==> src/design/lbc_pkg.sv <==
package lbc_pkg;

	// field widths fixed by the request and result formats
	localparam int BLK_W = 31;
	localparam int CNT_W = 16;
	localparam int FLC_W = 5;
	localparam int SLOT_W = 4;

	// operation codes
	localparam logic [1:0] F_READ = 2'd0;
	localparam logic [1:0] F_NEW = 2'd1;
	localparam logic [1:0] F_TOUCH = 2'd2;
	localparam logic [1:0] F_FLUSH = 2'd3;

	// result kinds
	localparam logic [1:0] K_RESP = 2'd0;
	localparam logic [1:0] K_WB = 2'd1;
	localparam logic [1:0] K_FILL = 2'd2;

	// word formats the datapath can load into the output register
	localparam logic [2:0] EM_RESP = 3'd0;
	localparam logic [2:0] EM_WB_PLAIN = 3'd1;
	localparam logic [2:0] EM_WB_A = 3'd2;
	localparam logic [2:0] EM_WB_B = 3'd3;
	localparam logic [2:0] EM_FILL_PLAIN = 3'd4;
	localparam logic [2:0] EM_FILL_A = 3'd5;
	localparam logic [2:0] EM_FILL_B = 3'd6;

	// register indexes
	localparam logic REG_COMPACT = 1'b0;
	localparam logic REG_FBB = 1'b1;

	typedef struct packed {
		logic       latch_in;
		logic       scan_start;
		logic       read_old;
		logic       div_start;
		logic       div_src_tag;
		logic       make_recent;
		logic       touch;
		logic       alloc;
		logic       evict;
		logic       new_write;
		logic       flush_dec;
		logic       hit_inc;
		logic       miss_inc;
		logic       emit;
		logic [2:0] emit_code;
	} cmd_t;

	typedef struct packed {
		logic       scan_done;
		logic       hit;
		logic       free_found;
		logic       old_dirty;
		logic       cnt_zero;
		logic       fcnt_zero;
		logic       div_done;
		logic       wb_split;
		logic       fill_split;
		logic       out_free;
		logic       compact;
		logic [1:0] func;
	} status_t;

endpackage

==> src/design/lbc_ifs.sv <==
interface lbc_req_if;
	logic                       valid;
	logic                       ready;
	logic [1:0]                 func;
	logic [lbc_pkg::BLK_W-1:0]  block_number;
	logic [lbc_pkg::CNT_W-1:0]  byte_count;
	logic [lbc_pkg::FLC_W-1:0]  flush_count;

	modport source (output valid, func, block_number, byte_count, flush_count, input ready);
	modport sink (input valid, func, block_number, byte_count, flush_count, output ready);
endinterface

interface lbc_rsp_if;
	logic                        valid;
	logic                        ready;
	logic [1:0]                  kind;
	logic [lbc_pkg::BLK_W-1:0]   file_block;
	logic [lbc_pkg::CNT_W-1:0]   byte_offset;
	logic [lbc_pkg::CNT_W-1:0]   byte_length;
	logic [lbc_pkg::SLOT_W-1:0]  slot;
	logic                        found;
	logic                        clear_slot;
	logic                        last;

	modport source (output valid, kind, file_block, byte_offset, byte_length, slot, found,
		clear_slot, last, input ready);
	modport sink (input valid, kind, file_block, byte_offset, byte_length, slot, found,
		clear_slot, last, output ready);
endinterface

==> src/design/lbc_div.sv <==
module lbc_div (
	input  logic                       clk,
	input  logic                       arst_n,
	input  logic                       start,
	input  logic [lbc_pkg::BLK_W-1:0]  dividend,
	input  logic [lbc_pkg::CNT_W-1:0]  divisor,
	output logic                       done,
	output logic [lbc_pkg::BLK_W-1:0]  quot,
	output logic [lbc_pkg::CNT_W-1:0]  rem
);
	localparam int DW = lbc_pkg::BLK_W;
	localparam int VW = lbc_pkg::CNT_W;
	localparam int SW = $clog2(DW);
	localparam logic [SW-1:0] LAST_STEP = SW'(DW - 1);

	logic          busy_q;
	logic          done_q;
	logic [SW-1:0] step_q;
	logic [DW-1:0] quot_q;
	logic [VW-1:0] rem_q;
	logic [VW-1:0] dvs_q;
	logic [VW:0]   shifted;
	logic          fits;

	// one quotient bit per cycle, restoring form
	assign shifted = {rem_q, quot_q[DW-1]};
	assign fits = shifted >= {1'b0, dvs_q};

	always_ff @(posedge clk or negedge arst_n) begin
		if (!arst_n) begin
			busy_q <= 1'b0;
			done_q <= 1'b0;
			step_q <= '0;
		end else begin
			done_q <= 1'b0;
			if (start) begin
				busy_q <= 1'b1;
				step_q <= '0;
			end else if (busy_q) begin
				step_q <= step_q + SW'(1);
				if (step_q == LAST_STEP) begin
					busy_q <= 1'b0;
					done_q <= 1'b1;
				end
			end
		end
	end

	always_ff @(posedge clk) begin
		if (start) begin
			quot_q <= dividend;
			rem_q <= '0;
			dvs_q <= divisor;
		end else if (busy_q) begin
			quot_q <= {quot_q[DW-2:0], fits};
			rem_q <= fits ? VW'(shifted - {1'b0, dvs_q}) : shifted[VW-1:0];
		end
	end

	assign done = done_q;
	assign quot = quot_q;
	assign rem = rem_q;
endmodule

==> src/design/lbc_datapath.sv <==
module lbc_datapath #(
	parameter int N = 16
) (
	input  logic                        clk,
	input  logic                        arst_n,
	input  lbc_pkg::cmd_t               cmd,
	output lbc_pkg::status_t            sts,
	input  logic                        compact,
	input  logic [lbc_pkg::CNT_W-1:0]   fbb,
	input  logic [1:0]                  in_func,
	input  logic [lbc_pkg::BLK_W-1:0]   in_block,
	input  logic [lbc_pkg::CNT_W-1:0]   in_bytes,
	input  logic [lbc_pkg::FLC_W-1:0]   in_flush,
	output logic                        out_valid,
	input  logic                        out_ready,
	output logic [1:0]                  out_kind,
	output logic [lbc_pkg::BLK_W-1:0]   out_block,
	output logic [lbc_pkg::CNT_W-1:0]   out_offset,
	output logic [lbc_pkg::CNT_W-1:0]   out_length,
	output logic [lbc_pkg::SLOT_W-1:0]  out_slot,
	output logic                        out_found,
	output logic                        out_clear,
	output logic                        out_last
);
	localparam int IW = $clog2(N);
	localparam int CW = $clog2(N + 1);
	localparam int BW = lbc_pkg::BLK_W;
	localparam int VW = lbc_pkg::CNT_W;
	localparam logic [IW-1:0] LAST_IDX = IW'(N - 1);

	// tag and byte count stores
	logic [BW-1:0] tag_mem [N];
	logic [VW-1:0] bytes_mem [N];
	logic [BW-1:0] rd_tag_q;
	logic [VW-1:0] rd_bytes_q;
	logic [IW-1:0] rd_addr;

	logic [N-1:0]  valid_q;
	logic [N-1:0]  dirty_q;
	logic [IW-1:0] rank_q [N];
	logic [CW-1:0] cnt_q;
	logic [31:0]   hits_q;
	logic [31:0]   misses_q;
	logic [IW-1:0] sel_q;

	logic [1:0]                func_q;
	logic [BW-1:0]             no_q;
	logic [VW-1:0]             nbytes_q;
	logic [lbc_pkg::FLC_W-1:0] fcnt_q;

	logic          scan_run_q;
	logic [IW-1:0] scan_ptr_q;
	logic          scan_vld_s1;
	logic [IW-1:0] scan_idx_s1;
	logic          hit_q;
	logic [IW-1:0] hit_idx_q;
	logic          free_q;
	logic [IW-1:0] free_idx_q;
	logic [IW-1:0] old_idx_q;
	logic [IW-1:0] old_rank;
	logic [IW-1:0] alloc_idx;
	logic [IW-1:0] hit_rank;

	logic [VW-1:0] bs;
	logic          div_done;
	logic [BW-1:0] quot;
	logic [VW-1:0] rem;
	logic [VW-1:0] remain;

	logic          out_valid_q;
	logic [1:0]    kind_q;
	logic [BW-1:0] block_q;
	logic [VW-1:0] offset_q;
	logic [VW-1:0] length_q;
	logic [IW-1:0] slot_q;
	logic          found_q;
	logic          clear_q;
	logic          last_q;

	assign old_rank = IW'(cnt_q - CW'(1));
	assign alloc_idx = free_q ? free_idx_q : old_idx_q;
	assign hit_rank = rank_q[hit_idx_q];
	assign rd_addr = cmd.read_old ? old_idx_q : scan_ptr_q;
	assign bs = (fbb == '0) ? VW'(1) : fbb;
	assign remain = bs - rem;

	// latch the request
	always_ff @(posedge clk or negedge arst_n) begin
		if (!arst_n) begin
			fcnt_q <= '0;
		end else if (cmd.latch_in) begin
			fcnt_q <= in_flush;
		end else if (cmd.flush_dec) begin
			fcnt_q <= fcnt_q - lbc_pkg::FLC_W'(1);
		end
	end

	always_ff @(posedge clk) begin
		if (cmd.latch_in) begin
			func_q <= in_func;
			no_q <= in_block;
			nbytes_q <= in_bytes;
		end
	end

	// store read and write ports
	always_ff @(posedge clk) begin
		if (scan_run_q || cmd.read_old) begin
			rd_tag_q <= tag_mem[rd_addr];
			rd_bytes_q <= bytes_mem[rd_addr];
		end
		if (cmd.alloc)
			tag_mem[alloc_idx] <= no_q;
		if (cmd.new_write)
			bytes_mem[sel_q] <= nbytes_q;
	end

	// walk every entry once: match, first free slot, least recent entry
	always_ff @(posedge clk or negedge arst_n) begin
		if (!arst_n) begin
			scan_run_q <= 1'b0;
			scan_ptr_q <= '0;
			scan_vld_s1 <= 1'b0;
			scan_idx_s1 <= '0;
			hit_q <= 1'b0;
			hit_idx_q <= '0;
			free_q <= 1'b0;
			free_idx_q <= '0;
			old_idx_q <= '0;
		end else begin
			scan_vld_s1 <= scan_run_q;
			scan_idx_s1 <= scan_ptr_q;
			if (cmd.scan_start) begin
				scan_run_q <= 1'b1;
				scan_ptr_q <= '0;
				hit_q <= 1'b0;
				free_q <= 1'b0;
			end else begin
				if (scan_run_q) begin
					scan_ptr_q <= scan_ptr_q + IW'(1);
					if (scan_ptr_q == LAST_IDX)
						scan_run_q <= 1'b0;
				end
				if (scan_vld_s1) begin
					if (valid_q[scan_idx_s1] && rd_tag_q == no_q && !hit_q) begin
						hit_q <= 1'b1;
						hit_idx_q <= scan_idx_s1;
					end
					if (!valid_q[scan_idx_s1] && !free_q) begin
						free_q <= 1'b1;
						free_idx_q <= scan_idx_s1;
					end
					if (valid_q[scan_idx_s1] && rank_q[scan_idx_s1] == old_rank)
						old_idx_q <= scan_idx_s1;
				end
			end
		end
	end

	// entry flags, recency ranks and counters
	always_ff @(posedge clk or negedge arst_n) begin
		if (!arst_n) begin
			valid_q <= '0;
			dirty_q <= '0;
			for (int i = 0; i < N; i++)
				rank_q[i] <= '0;
			cnt_q <= '0;
			hits_q <= '0;
			misses_q <= '0;
			sel_q <= '0;
		end else begin
			if (cmd.hit_inc)
				hits_q <= hits_q + 32'd1;
			if (cmd.miss_inc)
				misses_q <= misses_q + 32'd1;
			if (cmd.make_recent) begin
				for (int i = 0; i < N; i++)
					if (valid_q[i] && rank_q[i] < hit_rank)
						rank_q[i] <= rank_q[i] + IW'(1);
				rank_q[hit_idx_q] <= '0;
				sel_q <= hit_idx_q;
			end
			if (cmd.touch) begin
				dirty_q[hit_idx_q] <= 1'b1;
				sel_q <= hit_idx_q;
			end
			if (cmd.alloc) begin
				for (int i = 0; i < N; i++)
					if (valid_q[i])
						rank_q[i] <= rank_q[i] + IW'(1);
				valid_q[alloc_idx] <= 1'b1;
				dirty_q[alloc_idx] <= 1'b0;
				rank_q[alloc_idx] <= '0;
				cnt_q <= cnt_q + CW'(1);
				sel_q <= alloc_idx;
			end
			if (cmd.evict) begin
				valid_q[old_idx_q] <= 1'b0;
				dirty_q[old_idx_q] <= 1'b0;
				rank_q[old_idx_q] <= '0;
				cnt_q <= cnt_q - CW'(1);
			end
			if (cmd.new_write)
				dirty_q[sel_q] <= 1'b1;
		end
	end

	lbc_div u_div (
		.clk      (clk),
		.arst_n   (arst_n),
		.start    (cmd.div_start),
		.dividend (cmd.div_src_tag ? rd_tag_q : no_q),
		.divisor  (bs),
		.done     (div_done),
		.quot     (quot),
		.rem      (rem)
	);

	// output register
	always_ff @(posedge clk or negedge arst_n) begin
		if (!arst_n) begin
			out_valid_q <= 1'b0;
		end else if (cmd.emit) begin
			out_valid_q <= 1'b1;
		end else if (out_ready) begin
			out_valid_q <= 1'b0;
		end
	end

	always_ff @(posedge clk) begin
		if (cmd.emit) begin
			kind_q <= lbc_pkg::K_WB;
			block_q <= '0;
			offset_q <= '0;
			length_q <= '0;
			slot_q <= old_idx_q;
			found_q <= 1'b0;
			clear_q <= 1'b0;
			last_q <= 1'b0;
			case (cmd.emit_code)
				lbc_pkg::EM_RESP: begin
					kind_q <= lbc_pkg::K_RESP;
					last_q <= 1'b1;
					found_q <= hit_q && func_q != lbc_pkg::F_FLUSH;
					clear_q <= func_q == lbc_pkg::F_NEW;
					if (func_q == lbc_pkg::F_FLUSH || (func_q == lbc_pkg::F_TOUCH && !hit_q))
						slot_q <= '0;
					else
						slot_q <= sel_q;
				end
				lbc_pkg::EM_WB_PLAIN: begin
					block_q <= rd_tag_q;
				end
				lbc_pkg::EM_WB_A: begin
					block_q <= quot;
					offset_q <= rem;
					length_q <= (remain < rd_bytes_q) ? remain : rd_bytes_q;
				end
				lbc_pkg::EM_WB_B: begin
					block_q <= quot + BW'(1);
					length_q <= rd_bytes_q - remain;
				end
				lbc_pkg::EM_FILL_PLAIN: begin
					kind_q <= lbc_pkg::K_FILL;
					block_q <= no_q;
					slot_q <= sel_q;
				end
				lbc_pkg::EM_FILL_A: begin
					kind_q <= lbc_pkg::K_FILL;
					block_q <= quot;
					offset_q <= rem;
					length_q <= remain;
					slot_q <= sel_q;
				end
				lbc_pkg::EM_FILL_B: begin
					kind_q <= lbc_pkg::K_FILL;
					block_q <= quot + BW'(1);
					length_q <= rem;
					slot_q <= sel_q;
				end
				default: begin
					kind_q <= lbc_pkg::K_RESP;
				end
			endcase
		end
	end

	assign out_valid = out_valid_q;
	assign out_kind = kind_q;
	assign out_block = block_q;
	assign out_offset = offset_q;
	assign out_length = length_q;
	assign out_slot = lbc_pkg::SLOT_W'(slot_q);
	assign out_found = found_q;
	assign out_clear = clear_q;
	assign out_last = last_q;

	// status toward the controller
	always_comb begin
		sts.scan_done = scan_vld_s1 && scan_idx_s1 == LAST_IDX;
		sts.hit = hit_q;
		sts.free_found = free_q;
		sts.old_dirty = dirty_q[old_idx_q];
		sts.cnt_zero = cnt_q == '0;
		sts.fcnt_zero = fcnt_q == '0;
		sts.div_done = div_done;
		sts.wb_split = remain < rd_bytes_q;
		sts.fill_split = rem != '0;
		sts.out_free = !out_valid_q || out_ready;
		sts.compact = compact;
		sts.func = func_q;
	end
endmodule

==> src/design/lbc_ctrl.sv <==
module lbc_ctrl (
	input  logic              clk,
	input  logic              arst_n,
	input  logic              req_valid,
	output logic              req_ready,
	input  lbc_pkg::status_t  sts,
	output lbc_pkg::cmd_t     cmd
);
	localparam logic [4:0] S_IDLE = 5'd0;
	localparam logic [4:0] S_SCAN = 5'd1;
	localparam logic [4:0] S_DECIDE = 5'd2;
	localparam logic [4:0] S_EV_RD = 5'd3;
	localparam logic [4:0] S_EV_CHK = 5'd4;
	localparam logic [4:0] S_EV_WB = 5'd5;
	localparam logic [4:0] S_EV_DIV = 5'd6;
	localparam logic [4:0] S_EV_WBA = 5'd7;
	localparam logic [4:0] S_EV_WBB = 5'd8;
	localparam logic [4:0] S_EV_UPD = 5'd9;
	localparam logic [4:0] S_FL_NEXT = 5'd10;
	localparam logic [4:0] S_ALLOC = 5'd11;
	localparam logic [4:0] S_FILL = 5'd12;
	localparam logic [4:0] S_FILL_DIV = 5'd13;
	localparam logic [4:0] S_FILL_A = 5'd14;
	localparam logic [4:0] S_FILL_B = 5'd15;
	localparam logic [4:0] S_NEWW = 5'd16;
	localparam logic [4:0] S_RESP = 5'd17;

	logic [4:0] state_q;
	logic [4:0] state_nxt;

	always_ff @(posedge clk or negedge arst_n) begin
		if (!arst_n)
			state_q <= S_IDLE;
		else
			state_q <= state_nxt;
	end

	assign req_ready = state_q == S_IDLE;

	always_comb begin
		cmd = '0;
		state_nxt = state_q;
		case (state_q)
			S_IDLE: begin
				if (req_valid) begin
					cmd.latch_in = 1'b1;
					cmd.scan_start = 1'b1;
					state_nxt = S_SCAN;
				end
			end
			S_SCAN: begin
				if (sts.scan_done)
					state_nxt = S_DECIDE;
			end
			S_DECIDE: begin
				case (sts.func)
					lbc_pkg::F_READ: begin
						if (sts.hit) begin
							cmd.make_recent = 1'b1;
							cmd.hit_inc = 1'b1;
							state_nxt = S_RESP;
						end else begin
							cmd.miss_inc = 1'b1;
							state_nxt = sts.free_found ? S_ALLOC : S_EV_RD;
						end
					end
					lbc_pkg::F_NEW: begin
						if (sts.hit) begin
							cmd.make_recent = 1'b1;
							state_nxt = S_NEWW;
						end else begin
							state_nxt = sts.free_found ? S_ALLOC : S_EV_RD;
						end
					end
					lbc_pkg::F_TOUCH: begin
						cmd.touch = sts.hit;
						state_nxt = S_RESP;
					end
					default: begin
						state_nxt = (sts.fcnt_zero || sts.cnt_zero) ? S_RESP : S_EV_RD;
					end
				endcase
			end
			S_EV_RD: begin
				cmd.read_old = 1'b1;
				state_nxt = S_EV_CHK;
			end
			S_EV_CHK: begin
				if (!sts.old_dirty) begin
					state_nxt = S_EV_UPD;
				end else if (!sts.compact) begin
					state_nxt = S_EV_WB;
				end else begin
					cmd.div_start = 1'b1;
					cmd.div_src_tag = 1'b1;
					state_nxt = S_EV_DIV;
				end
			end
			S_EV_WB: begin
				if (sts.out_free) begin
					cmd.emit = 1'b1;
					cmd.emit_code = lbc_pkg::EM_WB_PLAIN;
					state_nxt = S_EV_UPD;
				end
			end
			S_EV_DIV: begin
				if (sts.div_done)
					state_nxt = S_EV_WBA;
			end
			S_EV_WBA: begin
				if (sts.out_free) begin
					cmd.emit = 1'b1;
					cmd.emit_code = lbc_pkg::EM_WB_A;
					state_nxt = sts.wb_split ? S_EV_WBB : S_EV_UPD;
				end
			end
			S_EV_WBB: begin
				if (sts.out_free) begin
					cmd.emit = 1'b1;
					cmd.emit_code = lbc_pkg::EM_WB_B;
					state_nxt = S_EV_UPD;
				end
			end
			S_EV_UPD: begin
				cmd.evict = 1'b1;
				if (sts.func == lbc_pkg::F_FLUSH) begin
					cmd.flush_dec = 1'b1;
					state_nxt = S_FL_NEXT;
				end else begin
					state_nxt = S_ALLOC;
				end
			end
			S_FL_NEXT: begin
				if (sts.fcnt_zero || sts.cnt_zero) begin
					state_nxt = S_RESP;
				end else begin
					cmd.scan_start = 1'b1;
					state_nxt = S_SCAN;
				end
			end
			S_ALLOC: begin
				cmd.alloc = 1'b1;
				state_nxt = (sts.func == lbc_pkg::F_READ) ? S_FILL : S_NEWW;
			end
			S_FILL: begin
				if (sts.compact) begin
					cmd.div_start = 1'b1;
					state_nxt = S_FILL_DIV;
				end else if (sts.out_free) begin
					cmd.emit = 1'b1;
					cmd.emit_code = lbc_pkg::EM_FILL_PLAIN;
					state_nxt = S_RESP;
				end
			end
			S_FILL_DIV: begin
				if (sts.div_done)
					state_nxt = S_FILL_A;
			end
			S_FILL_A: begin
				if (sts.out_free) begin
					cmd.emit = 1'b1;
					cmd.emit_code = lbc_pkg::EM_FILL_A;
					state_nxt = sts.fill_split ? S_FILL_B : S_RESP;
				end
			end
			S_FILL_B: begin
				if (sts.out_free) begin
					cmd.emit = 1'b1;
					cmd.emit_code = lbc_pkg::EM_FILL_B;
					state_nxt = S_RESP;
				end
			end
			S_NEWW: begin
				cmd.new_write = 1'b1;
				state_nxt = S_RESP;
			end
			S_RESP: begin
				if (sts.out_free) begin
					cmd.emit = 1'b1;
					cmd.emit_code = lbc_pkg::EM_RESP;
					state_nxt = S_IDLE;
				end
			end
			default: begin
				state_nxt = S_IDLE;
			end
		endcase
	end
endmodule

==> src/design/lru_block_cache_directory.sv <==
// Fully associative write-back block cache directory with LRU replacement.
// One request (read, new, touch, flush) is taken at a time; each yields zero
// or more write-back and fill words and then one response word with last set.
// Every request starts with a walk over all CACHE_SLOTS entries through the
// single read port of the tag store, one entry a cycle. In compact mode each
// split of a byte position into file block and offset runs through a radix-2
// divider; a read miss that evicts a dirty entry needs two of them. A flush
// repeats the walk and eviction for every entry it drops. Output stalls hold
// back each emitted word.
module lru_block_cache_directory #(
	parameter int CACHE_SLOTS = 16
) (
	input  logic         clk,
	input  logic         arst_n,
	lbc_req_if.sink      req,
	lbc_rsp_if.source    rsp,
	input  logic         psel,
	input  logic         penable,
	input  logic         pwrite,
	input  logic [2:0]   paddr,
	input  logic [31:0]  pwdata,
	output logic [31:0]  prdata,
	output logic         pready
);
	logic                        compact_q;
	logic [lbc_pkg::CNT_W-1:0]   fbb_q;
	logic                        cfg_wr;
	lbc_pkg::cmd_t               cmd;
	lbc_pkg::status_t            sts;

	// configuration registers
	assign pready = 1'b1;
	assign cfg_wr = psel && penable && pwrite;

	always_ff @(posedge clk or negedge arst_n) begin
		if (!arst_n) begin
			compact_q <= 1'b0;
			fbb_q <= 16'd4096;
		end else if (cfg_wr) begin
			case (paddr[2])
				lbc_pkg::REG_COMPACT: compact_q <= pwdata[0];
				lbc_pkg::REG_FBB: fbb_q <= pwdata[lbc_pkg::CNT_W-1:0];
				default: ;
			endcase
		end
	end

	always_comb begin
		case (paddr[2])
			lbc_pkg::REG_COMPACT: prdata = {31'd0, compact_q};
			lbc_pkg::REG_FBB: prdata = {16'd0, fbb_q};
			default: prdata = '0;
		endcase
	end

	lbc_ctrl u_ctrl (
		.clk       (clk),
		.arst_n    (arst_n),
		.req_valid (req.valid),
		.req_ready (req.ready),
		.sts       (sts),
		.cmd       (cmd)
	);

	lbc_datapath #(.N(CACHE_SLOTS)) u_dp (
		.clk        (clk),
		.arst_n     (arst_n),
		.cmd        (cmd),
		.sts        (sts),
		.compact    (compact_q),
		.fbb        (fbb_q),
		.in_func    (req.func),
		.in_block   (req.block_number),
		.in_bytes   (req.byte_count),
		.in_flush   (req.flush_count),
		.out_valid  (rsp.valid),
		.out_ready  (rsp.ready),
		.out_kind   (rsp.kind),
		.out_block  (rsp.file_block),
		.out_offset (rsp.byte_offset),
		.out_length (rsp.byte_length),
		.out_slot   (rsp.slot),
		.out_found  (rsp.found),
		.out_clear  (rsp.clear_slot),
		.out_last   (rsp.last)
	);

	// a taken request drops ready in the cycle after it is accepted
	a_busy_after_accept: assert property (@(posedge clk) disable iff (!arst_n)
		(req.valid && req.ready) |=> !req.ready)
		else $error("request taken while previous one in work");

	// only the response word closes a request
	a_last_is_resp: assert property (@(posedge clk) disable iff (!arst_n)
		rsp.valid |-> (rsp.last == (rsp.kind == lbc_pkg::K_RESP)))
		else $error("last flag does not match word kind");

	// commands appear only while a request is in work
	a_cmd_in_work: assert property (@(posedge clk) disable iff (!arst_n)
		(rsp.valid && rsp.kind != lbc_pkg::K_RESP) |-> !req.ready)
		else $error("command word while idle");
endmodule

==> src/flat_wrapper.sv <==
// flat-port wrapper written by rule: the top's interface ports become plain ports
module lru_block_cache_directory_flat 
#(
	parameter int CACHE_SLOTS = 16
)
  (clk, arst_n, psel, penable, pwrite, paddr, pwdata, prdata, pready, req_valid, req_func, req_block_number, req_byte_count, req_flush_count, req_ready, rsp_valid, rsp_kind, rsp_file_block, rsp_byte_offset, rsp_byte_length, rsp_slot, rsp_found, rsp_clear_slot, rsp_last, rsp_ready);
  lbc_req_if req_i ();
  lbc_rsp_if rsp_i ();
  input  logic clk;
  input  logic arst_n;
  input  logic psel;
  input  logic penable;
  input  logic pwrite;
  input  logic [2:0] paddr;
  input  logic [31:0] pwdata;
  output logic [31:0] prdata;
  output logic pready;
  input wire logic [$bits(req_i.valid)-1:0] req_valid;
  input wire logic [$bits(req_i.func)-1:0] req_func;
  input wire logic [$bits(req_i.block_number)-1:0] req_block_number;
  input wire logic [$bits(req_i.byte_count)-1:0] req_byte_count;
  input wire logic [$bits(req_i.flush_count)-1:0] req_flush_count;
  output wire logic [$bits(req_i.ready)-1:0] req_ready;
  output wire logic [$bits(rsp_i.valid)-1:0] rsp_valid;
  output wire logic [$bits(rsp_i.kind)-1:0] rsp_kind;
  output wire logic [$bits(rsp_i.file_block)-1:0] rsp_file_block;
  output wire logic [$bits(rsp_i.byte_offset)-1:0] rsp_byte_offset;
  output wire logic [$bits(rsp_i.byte_length)-1:0] rsp_byte_length;
  output wire logic [$bits(rsp_i.slot)-1:0] rsp_slot;
  output wire logic [$bits(rsp_i.found)-1:0] rsp_found;
  output wire logic [$bits(rsp_i.clear_slot)-1:0] rsp_clear_slot;
  output wire logic [$bits(rsp_i.last)-1:0] rsp_last;
  input wire logic [$bits(rsp_i.ready)-1:0] rsp_ready;
  assign req_i.valid = req_valid;
  assign req_i.func = req_func;
  assign req_i.block_number = req_block_number;
  assign req_i.byte_count = req_byte_count;
  assign req_i.flush_count = req_flush_count;
  assign req_ready = req_i.ready;
  assign rsp_valid = rsp_i.valid;
  assign rsp_kind = rsp_i.kind;
  assign rsp_file_block = rsp_i.file_block;
  assign rsp_byte_offset = rsp_i.byte_offset;
  assign rsp_byte_length = rsp_i.byte_length;
  assign rsp_slot = rsp_i.slot;
  assign rsp_found = rsp_i.found;
  assign rsp_clear_slot = rsp_i.clear_slot;
  assign rsp_last = rsp_i.last;
  assign rsp_i.ready = rsp_ready;
  lru_block_cache_directory #(.CACHE_SLOTS(CACHE_SLOTS)) u_core (.clk(clk), .arst_n(arst_n), .req(req_i), .rsp(rsp_i), .psel(psel), .penable(penable), .pwrite(pwrite), .paddr(paddr), .pwdata(pwdata), .prdata(prdata), .pready(pready));
endmodule
==> config.mk <==
export PLATFORM = sky130hd
export DESIGN_NAME = lru_block_cache_directory_flat
export DESIGN_NICKNAME = d
export VERILOG_FILES = /design/src/design/lbc_pkg.sv /design/src/design/lbc_ifs.sv /design/src/design/lbc_div.sv /design/src/design/lbc_datapath.sv /design/src/design/lbc_ctrl.sv /design/src/design/lru_block_cache_directory.sv /design/src/flat_wrapper.sv
export SDC_FILE = /design/constraint.sdc
export NUM_CORES = 2
export LEC_CHECK = 0
export ABC_AREA = 1
export BUFFER_PORTS_ARGS = -buffer_cell sky130_fd_sc_hd__clkbuf_2
export CORE_MARGIN = 2
export CORE_UTILIZATION = 46
export CTS_BUF_LIST = sky130_fd_sc_hd__clkbuf_8 sky130_fd_sc_hd__clkbuf_16
export DETAILED_ROUTE_END_ITERATION = 8
export GPL_TIMING_DRIVEN = 0
export HOLD_SLACK_MARGIN = 0.1
export MAX_ROUTING_LAYER = met4
export SLEW_MARGIN = 10
export SYNTH_ARGS = -nofsm -noshare
export SYNTH_HDL_FRONTEND = slang
export SYNTH_SLANG_ARGS = --single-unit
==> constraint.sdc <==
create_clock -name clk -period 12.5 [get_ports clk]
set_input_delay 1.25 -clock clk [delete_from_list [all_inputs] [get_ports clk]]
set_output_delay 1.25 -clock clk [all_outputs]
set_load 0.03 [all_outputs]
==> flow_metrics.env <==
export IMPL_status="finished clean"
export IMPL_cts_setup_buffers=0
export IMPL_critical_path_required_ps=12940
export IMPL_use_met1=0.421
export IMPL_grt_use_met2=0.467
export IMPL_first_pass_iters=6
export IMPL_cts_sinks=1147
export IMPL_yosys_area_top_type="edfxtp_1"
export IMPL_yosysSeqAreaShare=0.615
export IMPL_finalMaxSlewViolations=0
export IMPL_syn_inst=5252
export IMPL_setup_viol=0
export IMPL_tritoncts="built"
export IMPL_viasPerCell=6.00
export IMPL_drtAntennaViolNets=0
export IMPL_root_buffer="clkbuf_16"
export IMPL_reg2reg_to="u_core.u_dp.out_length[3]$_DFFE_PP_"
export IMPL_area_delta_synth_final_pct=14.4
export IMPL_tns_ps=0
export IMPL_placement_rows=126
export IMPL_die_w_um=348
export IMPL_maxSlewHeadroom=0.154
export IMPL_netlist_top_cells_count="edfxtp_1 (967), nand2_1 (725), nor2_1 (633)"
export IMPL_hold_buffers=0
export IMPL_htreeDepth=3
export IMPL_dr_first_iter_drc_count=5466
export IMPL_grt_pass1_wl_um=270000
export IMPL_die_height_um=348
export IMPL_busiest_layer="met2"
export IMPL_layout_worst_path_cycle_share=0.460
export IMPL_cts_buffers=119
export IMPL_pwr_share_comb=0.442
export IMPL_synth_area_leaders="edfxtp_1 (53%), dfrtp_1 (7.5%), nand2_1 (5.0%)"
export IMPL_synth_seq_cells=1147
export IMPL_cap_violations=0
export IMPL_critPathLaunchType="register"
export IMPL_r2r_slack_ps=6740
export IMPL_cp_end_kind="register"
export IMPL_p_switching_w=0.00734
export IMPL_max_stage_delay_ps=560
export IMPL_holdWs_ps=472
export IMPL_min_path_cells=1
export IMPL_r2r_cells=24
export IMPL_grt_ovfl_total=0
export IMPL_grt_pass1_vias=40997
export IMPL_hold_violations=0
export IMPL_synth_warnings=0
export IMPL_wire_per_inst_um=25.8
export IMPL_ctsResizeCount=0
export IMPL_synth_edf_count=967
export IMPL_netlist_area_mm2=0.0544
export IMPL_cp_common_cell="nand2_1"
export IMPL_ys_flop_type="edfxtp_1"
export IMPL_slowest_stage="dfstp_2"
export IMPL_max_slew_worst_pin_slew_ps=1260
export IMPL_clk_pin_slew_ps=60
export IMPL_gp_congestion=0.996
export IMPL_p_seq_frac=0.339
export IMPL_hold_class="register to register"
export IMPL_io_buffers=166
export IMPL_drcViolationCount=0
export IMPL_cp_cell_sequence="nor4_1 > and2_1 > a21oi_1 > ha_1 > inv_1 > fa_1 > nand3_1 > nand3_1 > a21boi_0 > o21ai_0 > a31oi_1 > xor2_1 > ha_1 > nand2_1 > nor2_1 > nand3_1 > nand2_1 > nand2_1 > nand2_1 > nand2_1 > inv_2 > buf_2 > o21ai_1 > o21ai_0"
export IMPL_yosysMostFrequentCell="edfxtp_1"
export IMPL_yosysTopAreaCellShare=0.534
export IMPL_async_flop_share=0.143
export IMPL_rr_startpoint="u_core.fbb_q[12]$_DFFE_PN1P_"
export IMPL_clk_latency_ps=770
export IMPL_dieArea_mm2=0.121
export IMPL_rsz0062_at_grt="false"
export IMPL_fin_nets=5814
export IMPL_layout_drive_gt1_share=0.101
export IMPL_grt_max_degree=89
export IMPL_core_area_mm2=0.118
export IMPL_arrival_ps=6200
export IMPL_ir_drop_v=0.000167
export IMPL_antenna_found_initial=9
export IMPL_power_density_mw_per_mm2=260
export IMPL_ys_types=61
export IMPL_clock_path_buffers=3
export IMPL_avgSynthCellArea_um2=10.4
export IMPL_start_util=0.462
export IMPL_finalClockSkew_ps=63.1
export IMPL_post_route_min_period_ps=5760
export IMPL_p_clk_frac=0.219
export IMPL_pin_count=203
export IMPL_dp_hpwl_um=133000
export IMPL_gr_usage_all_layers=0.311
export IMPL_vias=43410
export IMPL_critPathKind="register to register"
export IMPL_cp_max_fo=10
export IMPL_hp_start="u_core.u_dp.cnt_q[4]$_DFFE_PN0P_"
export IMPL_max_freq_mhz=174
export IMPL_sw_frac_of_total=0.454
export IMPL_leakage_nw=23.5
export IMPL_routed_wl_um=187000
export IMPL_holdPathEnd="u_core.u_dp.cnt_q[4]$_DFFE_PN0P_"
export IMPL_met3_usage=0.0594
export IMPL_p_int_w=0.00882
==> power by group through the flow <==
stage | sequential (W) | combinational [W] | clock (W)
floorplan | 0.00551 | 0.00421 | 0
global placement | 0.00555 | 0.00680 | 0
detailed placement | 0.00553 | 0.00696 | 0
CTS | 0.00545 | 0.00698 | 0.00357
global route | 0.00553 | 0.00769 | 0.00371
finish | 0.00547 | 0.00714 | 0.00355
==> worst max-delay path, delay by kind of cell (launching register included) <==
| kind | cells | cell delay, ps |
|---|---|---|
| buffers and inverters | 3 | 550 |
| AO/OA/AOI/OAI | 6 | 1770 |
| adder cells (fa/ha/maj) | 3 | 970 |
| flip-flops | 1 | 560 |
| AND/OR/NAND/NOR | 11 | 1320 |
| XOR/XNOR | 1 | 290 |
==> sequential cells by signal, indices dropped and copies added (netlist names), 16 cells and up <==
register,count
u_core.fbb_q,16
u_core.u_dp.u_div.dvs_q,16
u_core.u_dp.u_div.quot,31
u_core.u_dp.nbytes_q,16
u_core.u_dp.rd_bytes_q,16
u_core.u_dp.bytes_mem,256
u_core.u_dp.rd_tag_q,31
u_core.u_dp.out_offset,16
u_core.u_dp.valid_q,16
u_core.u_dp.u_div.rem,16
u_core.u_dp.no_q,31
u_core.u_dp.tag_mem,496
u_core.u_dp.dirty_q,16
u_core.u_dp.rank_q,64
u_core.u_dp.out_length,16
u_core.u_dp.out_block,31
==> logic make-up (layout without fill, tap and decap cells) <==
kind of cell             Yosys count  after routing  share of synthesized area
other                              2             23                   0.000138
buffers and inverters            731           1163                     0.0531
multiplexers                      15             15                    0.00310
adder cells (fa/ha/maj)          121            121                     0.0282
XOR/XNOR                          83             83                     0.0134
AND/OR/NAND/NOR                 1799           1799                      0.138
AO/OA/AOI/OAI                   1354           1354                      0.149
flip-flops                      1147           1147                      0.615
==> area by class of cell <==
type	instances	area (um^2)
well taps	1536	1920
diodes	6	15.0
multi-input cells	3389	18400
flip-flops and latches	1147	33500
plain buffers	265	1140
inverters	466	1750
fillers	10423	55500
clock buffers	124	3050
clock inverters	99	852
repair buffers	209	1700
==> through the flow <==
stage	utilization	cells	power (W)	area (um^2)	worst slack, ps
after floorplan	-	5267	0.00971	54500	8130
after global placement	0.486	6969	0.0124	57200	5770
after detailed placement	0.495	7012	0.0125	58300	6910
after CTS	0.528	7235	0.0160	62200	6880
after global routing	0.529	7239	0.0169	62200	6430
final	0.529	7241	0.0162	62300	6740
==> layout by cell type (no fill, tap or decap), types with 16 or more instances in the layout <==
cell type / n
nor2_2: 19
clkbuf_16: 119
buf_1: 22
ha_1: 118
clkinv_2: 16
buf_12: 17
clkbuf_1: 168
dfxtp_1: 16
nand2_1: 723
nand4_1: 45
clkinv_1: 30
buf_2: 53
nor3_1: 29
nand3_1: 280
nor2_1: 601
nor2_4: 20
o31ai_1: 20
xor2_1: 47
xnor2_1: 36
nand3b_1: 21
inv_2: 19
o221ai_1: 169
a31oi_1: 28
inv_1: 475
conb_1: 17
a211oi_1: 33
edfxtp_1: 967
o21ai_1: 148
or2_2: 25
clkbuf_2: 167
o22ai_1: 125
o21ai_0: 449
a21oi_1: 251
buf_4: 20
dfrtp_1: 163
o211ai_1: 78
==> per-layer routing <==
layer  vias to the layer above  wire, um
li1                      19563         -
met1                     21022     76600
met2                      2423     83500
met3                       402     19600
met4                         0      6890
met5                         -         0
==> worst max path at each step <==
| stage | startpoint | to | slack (ps) | cells after the start |
|---|---|---|---|---|
| floorplan | rsp_ready | u_core.u_dp.out_block[0]$_DFFE_PP_ | 8130 | 9 |
| global placement | rsp_ready | u_core.u_dp.out_block[29]$_DFFE_PP_ | 5770 | 10 |
| detailed placement | u_core.fbb_q[12]$_DFFE_PN1P_ | u_core.u_dp.out_length[3]$_DFFE_PP_ | 6910 | 24 |
| CTS | u_core.fbb_q[12]$_DFFE_PN1P_ | u_core.u_dp.out_length[3]$_DFFE_PP_ | 6880 | 24 |
| global route | u_core.fbb_q[12]$_DFFE_PN1P_ | u_core.u_dp.out_length[5]$_DFFE_PP_ | 6430 | 24 |
| finish | u_core.fbb_q[12]$_DFFE_PN1P_ | u_core.u_dp.out_length[3]$_DFFE_PP_ | 6740 | 24 |
No activity file was read; power rests on OpenSTA's default activity.
